<file path="config.mk">
export PLATFORM = sky130hd
export DESIGN_NAME = interval_timer_channel_core_flat
export DESIGN_NICKNAME = d
export VERILOG_FILES = /design/src/itc_pkg.sv /design/src/itc_req_if.sv /design/src/itc_res_if.sv /design/src/interval_timer_channel_core.sv /design/src/flat_wrapper.sv
export VERILOG_INCLUDE_DIRS = /design/src /design/src/src
export SDC_FILE = /design/constraint.sdc
export NUM_CORES = 1
export LEC_CHECK = 0
export BUFFER_PORTS_ARGS = -buffer_cell sky130_fd_sc_hd__buf_2
export CAP_MARGIN = 20
export CORE_MARGIN = 2
export CORE_UTILIZATION = 59
export DETAILED_ROUTE_END_ITERATION = 8
export GPL_ROUTABILITY_DRIVEN = 0
export MAX_ROUTING_LAYER = met4
export PLACE_DENSITY = 0.76
export SLEW_MARGIN = 20
export SYNTH_ARGS = -nofsm -noshare
export SYNTH_HDL_FRONTEND = slang
export SYNTH_SLANG_ARGS = --single-unit
</file>
<file path="constraint.sdc">
create_clock -name clk -period 3.27 [get_ports clk]
set_input_delay 0.1635 -clock clk [delete_from_list [all_inputs] [get_ports clk]]
set_output_delay 0.1635 -clock clk [all_outputs]
set_load 0.02 [all_outputs]
</file>
<file path="src/interval_timer_channel_core_defines.svh">
// Shared assertion macros for the interval timer channel.
`ifndef INTERVAL_TIMER_CHANNEL_CORE_DEFINES_SVH
`define INTERVAL_TIMER_CHANNEL_CORE_DEFINES_SVH

// Same-cycle implication, checked on every rising edge outside reset.
`define ITC_ASSERT_NOW(lbl, ante, cons, msg) \
  lbl: assert property (@(posedge clk) disable iff (rst) (ante) |-> (cons)) else $error(msg);

// Next-cycle implication, checked on every rising edge outside reset.
`define ITC_ASSERT_NEXT(lbl, ante, cons, msg) \
  lbl: assert property (@(posedge clk) disable iff (rst) (ante) |=> (cons)) else $error(msg);

`endif

</file>
<file path="src/itc_pkg.sv">
package itc_pkg;

  typedef logic [1:0] req_t;
  typedef logic [1:0] port_t;
  typedef logic [7:0] byte_t;
  typedef logic [15:0] count_out_t;

  // request codes
  localparam req_t REQ_CMD  = 2'd0;
  localparam req_t REQ_DATA = 2'd1;
  localparam req_t REQ_TICK = 2'd2;

  // port offsets from the channel base
  localparam port_t PORT_DATA0 = 2'd0;
  localparam port_t PORT_CMD   = 2'd3;

  // accepted command bytes: channel 0, low/high access, binary
  localparam byte_t CMD_MODE0 = 8'h30;
  localparam byte_t CMD_MODE2 = 8'h34;

endpackage

</file>
<file path="src/itc_req_if.sv">
interface itc_req_if;
  logic          valid;
  logic          ready;
  itc_pkg::req_t  req_type;
  itc_pkg::port_t port_sel;
  itc_pkg::byte_t write_byte;

  modport source (output valid, output req_type, output port_sel, output write_byte,
                  input ready);
  modport sink   (input valid, input req_type, input port_sel, input write_byte,
                  output ready);
endinterface

</file>
<file path="src/itc_res_if.sv">
interface itc_res_if;
  logic                valid;
  logic                ready;
  logic                out_level;
  logic                irq_pulse;
  logic                cmd_reject;
  itc_pkg::count_out_t count_value;

  modport source (output valid, output out_level, output irq_pulse, output cmd_reject,
                  output count_value, input ready);
  modport sink   (input valid, input out_level, input irq_pulse, input cmd_reject,
                  input count_value, output ready);
endinterface

</file>
<file path="src/interval_timer_channel_core.sv">
// Channel 0 of an interval timer. Each request item (command write, data write
// or one input clock tick) is taken and updates the channel state at the clock
// edge that accepts it; the result item for it appears in the result
// register on the following cycle. A new request item is accepted every cycle
// as long as the result register is empty or its item is being taken in the
// same cycle, so the sustained rate is one item per clock; the only thing that
// holds the request side back is a stalled result side. COUNT_BITS sets the
// width of the counter and reload value; count_value shows its low 16 bits,
// zero-extended when the counter is narrower.
`include "interval_timer_channel_core_defines.svh"

module interval_timer_channel_core #(
  parameter int COUNT_BITS = 16
) (
  input  logic          clk,
  input  logic          rst,
  itc_req_if.sink       req,
  itc_res_if.source     res
);
  import itc_pkg::*;

  localparam logic [COUNT_BITS-1:0] CNT_ZERO = '0;
  localparam logic [COUNT_BITS-1:0] CNT_ONE  = COUNT_BITS'(1);

  // channel state
  logic                  rate_mode,      rate_mode_next;
  logic                  high_byte_due,  high_byte_due_next;
  byte_t                 low_byte_hold,  low_byte_hold_next;
  logic [COUNT_BITS-1:0] reload_value,   reload_value_next;
  logic [COUNT_BITS-1:0] down_counter,   down_counter_next;
  logic                  output_pin,     output_pin_next;
  logic                  counting,       counting_next;

  // result register
  logic                  res_valid;
  logic                  reject_next;
  logic                  irq_next;
  logic                  accept;

  logic [COUNT_BITS-1:0] count_dec;
  logic [31:0]           load_wide;
  logic [31:0]           count_wide;

  // The result register is free when empty or being drained this cycle.
  assign req.ready = !res_valid || res.ready;
  assign accept    = req.valid && req.ready;

  assign count_dec = down_counter - CNT_ONE;
  // Assemble the 16-bit load value, then fit it to the counter width.
  assign load_wide = {16'd0, req.write_byte, low_byte_hold};

  always_comb begin
    rate_mode_next     = rate_mode;
    high_byte_due_next = high_byte_due;
    low_byte_hold_next = low_byte_hold;
    reload_value_next  = reload_value;
    down_counter_next  = down_counter;
    output_pin_next    = output_pin;
    counting_next      = counting;
    reject_next        = 1'b0;

    case (req.req_type)
      REQ_CMD: begin
        // Only the two supported commands on the command port; a valid one
        // stops counting and re-arms the byte sequence.
        if (req.port_sel == PORT_CMD && req.write_byte inside {CMD_MODE0, CMD_MODE2}) begin
          rate_mode_next     = (req.write_byte == CMD_MODE2);
          counting_next      = 1'b0;
          high_byte_due_next = 1'b0;
          output_pin_next    = rate_mode_next;
        end else begin
          reject_next = 1'b1;
        end
      end
      REQ_DATA: begin
        if (req.port_sel != PORT_DATA0) begin
          reject_next = 1'b1;
        end else if (!high_byte_due) begin
          // Hold the low byte; mode 0 halts until the high byte lands.
          low_byte_hold_next = req.write_byte;
          high_byte_due_next = 1'b1;
          if (!rate_mode) begin
            counting_next = 1'b0;
          end
        end else begin
          // High byte completes the load and starts counting.
          high_byte_due_next = 1'b0;
          reload_value_next  = load_wide[COUNT_BITS-1:0];
          down_counter_next  = load_wide[COUNT_BITS-1:0];
          counting_next      = 1'b1;
          output_pin_next    = rate_mode;
        end
      end
      REQ_TICK: begin
        if (counting) begin
          if (!rate_mode) begin
            // Mode 0: advance, latch the output high at terminal count.
            down_counter_next = count_dec;
            if (count_dec == CNT_ZERO) begin
              output_pin_next = 1'b1;
            end
          end else if (down_counter == CNT_ONE) begin
            // Mode 2: reload after the low tick and raise the output.
            down_counter_next = reload_value;
            output_pin_next   = 1'b1;
          end else begin
            down_counter_next = count_dec;
            if (count_dec == CNT_ONE) begin
              output_pin_next = 1'b0;
            end
          end
        end
      end
      default: begin
        reject_next = 1'b1;
      end
    endcase
  end

  assign irq_next = !output_pin && output_pin_next;

  // State advances only on an accepted item.
  always_ff @(posedge clk) begin
    if (rst) begin
      rate_mode     <= 1'b0;
      high_byte_due <= 1'b0;
      low_byte_hold <= '0;
      reload_value  <= '0;
      down_counter  <= '0;
      output_pin    <= 1'b0;
      counting      <= 1'b0;
    end else if (accept) begin
      rate_mode     <= rate_mode_next;
      high_byte_due <= high_byte_due_next;
      low_byte_hold <= low_byte_hold_next;
      reload_value  <= reload_value_next;
      down_counter  <= down_counter_next;
      output_pin    <= output_pin_next;
      counting      <= counting_next;
    end
  end

  always_ff @(posedge clk) begin
    if (rst) begin
      res_valid <= 1'b0;
    end else if (accept) begin
      res_valid <= 1'b1;
    end else if (res.ready) begin
      res_valid <= 1'b0;
    end
  end

  // Result payload: capture on accept, hold while stalled.
  assign count_wide = 32'(down_counter_next);

  always_ff @(posedge clk) begin
    if (accept) begin
      res.out_level   <= output_pin_next;
      res.irq_pulse   <= irq_next;
      res.cmd_reject  <= reject_next;
      res.count_value <= count_wide[15:0];
    end
  end

  assign res.valid = res_valid;

  // A pending result must never be overwritten by a new item.
  `ITC_ASSERT_NOW(a_no_overwrite, res_valid && !res.ready, !req.ready, "result overwritten")

  // A rejected item leaves the channel state untouched.
  `ITC_ASSERT_NEXT(a_reject_no_effect, accept && reject_next,
                   $stable(down_counter) && $stable(rate_mode) && $stable(output_pin)
                   && $stable(counting), "rejected item changed state")

  // A tick while stopped changes nothing.
  `ITC_ASSERT_NEXT(a_stopped_tick, accept && req.req_type == REQ_TICK && !counting,
                   $stable(down_counter) && $stable(output_pin), "stopped tick changed state")

  // A reported interrupt leaves the output pin high.
  `ITC_ASSERT_NEXT(a_irq_level, accept && irq_next,
                   output_pin && res.irq_pulse && res.out_level, "irq without high output")

endmodule
</file>
<file path="src/flat_wrapper.sv">
// flat-port wrapper written by rule: the top's interface ports become plain ports
module interval_timer_channel_core_flat import itc_pkg::*;
#(
  parameter int COUNT_BITS = 16
)
  (clk, rst, req_valid, req_req_type, req_port_sel, req_write_byte, req_ready, res_valid, res_out_level, res_irq_pulse, res_cmd_reject, res_count_value, res_ready);
  itc_req_if req_i ();
  itc_res_if res_i ();
  input  logic clk;
  input  logic rst;
  input wire logic [$bits(req_i.valid)-1:0] req_valid;
  input wire logic [$bits(req_i.req_type)-1:0] req_req_type;
  input wire logic [$bits(req_i.port_sel)-1:0] req_port_sel;
  input wire logic [$bits(req_i.write_byte)-1:0] req_write_byte;
  output wire logic [$bits(req_i.ready)-1:0] req_ready;
  output wire logic [$bits(res_i.valid)-1:0] res_valid;
  output wire logic [$bits(res_i.out_level)-1:0] res_out_level;
  output wire logic [$bits(res_i.irq_pulse)-1:0] res_irq_pulse;
  output wire logic [$bits(res_i.cmd_reject)-1:0] res_cmd_reject;
  output wire logic [$bits(res_i.count_value)-1:0] res_count_value;
  input wire logic [$bits(res_i.ready)-1:0] res_ready;
  assign req_i.valid = req_valid;
  assign req_i.req_type = req_req_type;
  assign req_i.port_sel = req_port_sel;
  assign req_i.write_byte = req_write_byte;
  assign req_ready = req_i.ready;
  assign res_valid = res_i.valid;
  assign res_out_level = res_i.out_level;
  assign res_irq_pulse = res_i.irq_pulse;
  assign res_cmd_reject = res_i.cmd_reject;
  assign res_count_value = res_i.count_value;
  assign res_i.ready = res_ready;
  interval_timer_channel_core #(.COUNT_BITS(COUNT_BITS)) u_core (.clk(clk), .rst(rst), .req(req_i), .res(res_i));
endmodule
</file>
==> impl_metrics.py <==
metrics = {
    "routing": {
        "routed_via_density": 6.741,
        "drtIter0Drc": 560,
        "wl_mm": 10.79,
        "first_pass_iters": 6,
        "routedWlPerCell_um": 19.66,
        "vias": 3701,
        "drc": 0,
        "ant_nets": 0,
    },
    "worst_setup_path": {
        "cp_max_fo": 12,
        "required_ns": 3.46,
        "timing.rr.start": "u_core.down_counter[0]",
        "crit_path_start": "u_core.down_counter[0]",
        "reg2reg_depth": 8,
        "crit_end": "u_core.output_pin",
        "timing.rr.end": "u_core.output_pin",
        "start_kind": "flop",
        "crit_path_end_kind": "flop",
        "cp.arrival_ns": 2.96,
        "critical_path_class": "reg -> reg",
        "r2r_slack_ns": 0.50,
    },
    "global_routing": {
        "gr-usage-met3_pct": 7.913,
        "grt_pass1_vias": 3370,
        "grt_pass1_wl_mm": 17.22,
        "grtUsageTotal_pct": 32.27,
        "antenna_found_initial": 0,
        "grt_busiest_layer": "met2",
        "use_met2_pct": 47.42,
        "grt_overflow_total": 0,
        "use_met1_pct": 42.21,
        "grt_max_degree": 47,
    },
    "sta": {
        "setup-violations-final": 0,
        "fmax_ghz": 0.3610,
        "fin_crit_sh_pct": 84.71,
        "period_needed_ns": 2.770,
        "relSlewSlack_pct": 40.41,
        "slew_violations": 0,
        "timing.hold.ws_ns": 0.05407,
        "finClkSkew_ns": 0.007035,
        "hold_viol": 0,
        "worst_slew_pin_slew_ns": 0.8939,
        "setup_tns_ns": 0,
        "rsz0062_at_grt": "false",
    },
    "yosys": {
        "yosys_warnings": 0,
        "synth_top_family_by_area": "compound AO/OA/AOI/OAI gates",
        "synthMuxAreaShare_pct": 5.110,
        "synth_simple_gate_area_share_pct": 21.41,
        "synth-main-ff-cell": "dfxtp_1",
        "synth_edf_count": 19,
        "ys_ff_latch": 64,
        "synth_seq_area_share_pct": 39.28,
        "syn_nets": 471,
        "synth-xor-area-share_pct": 0.4676,
        "synth_compound_area_share_pct": 24.68,
        "syn_area_um2": 3746,
        "yosys.area_share.adder_pct": 2.338,
        "ys_types": 62,
        "synthCells": 448,
        "avgSynthCellArea_um2": 8.362,
        "async_flop_share_pct": 0,
    },
    "clock_network": {
        "cts_resized": 0,
        "post_cts_buffers": 0,
        "htree_levels": 3,
        "cts_buffer_depth": 2,
        "cts_tree": "yes",
        "cts_made_buffers": 9,
        "clk_pin_slew_ns": 0.08,
        "clk_latency_ns": 0.36,
        "root_buffer": "clkbuf_8",
        "cts_hold_buf": 0,
        "cts_sinks": 64,
    },
    "pwr": {
        "peakVddDrop_v": 0.0003184,
        "power-per-cell-area_nw_per_um2": 465.7,
        "finalPower_uw": 1940,
        "p_leak_uw": 0.001699,
    },
    "die": {
        "fp.dieW_um": 83.68,
        "dieArea_um2": 7002,
        "io_pins": 37,
        "fp-row-count": 29,
        "start_util_pct": 60.02,
        "die_h_um": 83.68,
        "core_um2": 6241,
    },
    "hold_path": {
        "holdCritStartpoint": "req_valid",
        "holdCritPathClass": "in -> reg",
    },
    "final_layout": {
        "nNetsFinal": 490,
        "drive_above_1_share_pct": 16.53,
        "final_cell_mix": "nor2_1, dfxtp_1, buf_2",
        "syn_to_final_growth_pct": 11.19,
        "diodes": 0,
        "layout_commonest_cell": "nor2_1",
        "fin_util_pct": 66.74,
    },
    "job": {
        "maxCapViolCount": 0,
    },
    "run_status": {
        "status": "completed",
    },
    "place": {
        "io_buffers": 36,
        "place_hpwl_mm": 7.402,
    },
}
worst max-delay path, cell delays in order (launching register included):
cell and delay [ns]:
dfxtp_1 0.42, inv_1 0.17, ha_1 0.28, nor3b_1 0.57
nand2_1 0.23, nor3_1 0.28, o211ai_1 0.16, nor4_1 0.37
nor4_1 0.12
synthesized netlist by cell type, types with 10 or more instances:
master,number,area (um^2)
nand2_1,35,131.4
a21oi_1,31,155.2
edfxtp_1,19,570.6
a211oi_1,11,82.58
nor4_1,10,62.56
mux2i_1,18,180.2
nor3_1,11,55.05
nor2_1,51,191.4
a22oi_1,10,75.07
inv_1,21,78.83
dfxtp_1,45,900.9
clkbuf_1,35,131.4
o21ai_0,22,110.1
nand3_1,16,80.08
routing by layer:
layer / vias up / share of wire, %
met5: - / 0
met4: 0 / 3.6
met3: 52 / 11
met2: 230 / 44
met1: 1720 / 42
li1: 1699 / -
how the worst min path moves through the flow:
stage                       end  slack, ns  depth (start not counted)
2_1_floorplan  u_core.res.valid       0.29                          2
3_3_place_gp   u_core.res.valid       0.41                          3
3_5_place_dp   u_core.res.valid       0.43                          3
4_1_cts        u_core.res.valid       0.05                          3
5_1_grt        u_core.res.valid       0.04                          3
6_report       u_core.res.valid       0.05                          3
power breakdown:
| group | switching (uW) | internal, uW |
|---|---|---|
| Sequential | 26.7 | 844 |
| Clock | 331 | 430 |
| Combinational | 202 | 106 |
cell type report:
class | count | area (um^2)
Sequential cell | 64 | 1471
Clock buffer | 9 | 123.9
Multi-Input combinational cell | 323 | 2033
Fill cell | 538 | 2076
Clock inverter | 7 | 95.09
Timing Repair Buffer | 47 | 262.8
Inverter | 22 | 82.58
Tap cell | 77 | 96.34
metrics by stage:
step | std cells | instance area [um^2] | setup slack (ns)
after floorplan | 448 | 3746 | 0.7426
after global placement | 533 | 3943 | 0.7066
after detailed placement | 533 | 3946 | 0.6544
after CTS | 549 | 4165 | 0.6108
after global routing | 549 | 4165 | 0.3652
final | 549 | 4165 | 0.5001
registers in the layout, indices dropped and copies added, names as in the netlist, 8 cells and up:
register,count
u_core.res.count_value,16
u_core.down_counter,16
u_core.reload_value,16
u_core.low_byte_hold,8
logic make-up after synthesis:
logic type | Yosys count
simple gates | 160
compound gates | 135
buf+inv | 61
fa+ha+maj | 7
flops | 64
xor+xnor | 2
mux | 19
No activity file was read; power rests on OpenSTA's default activity.
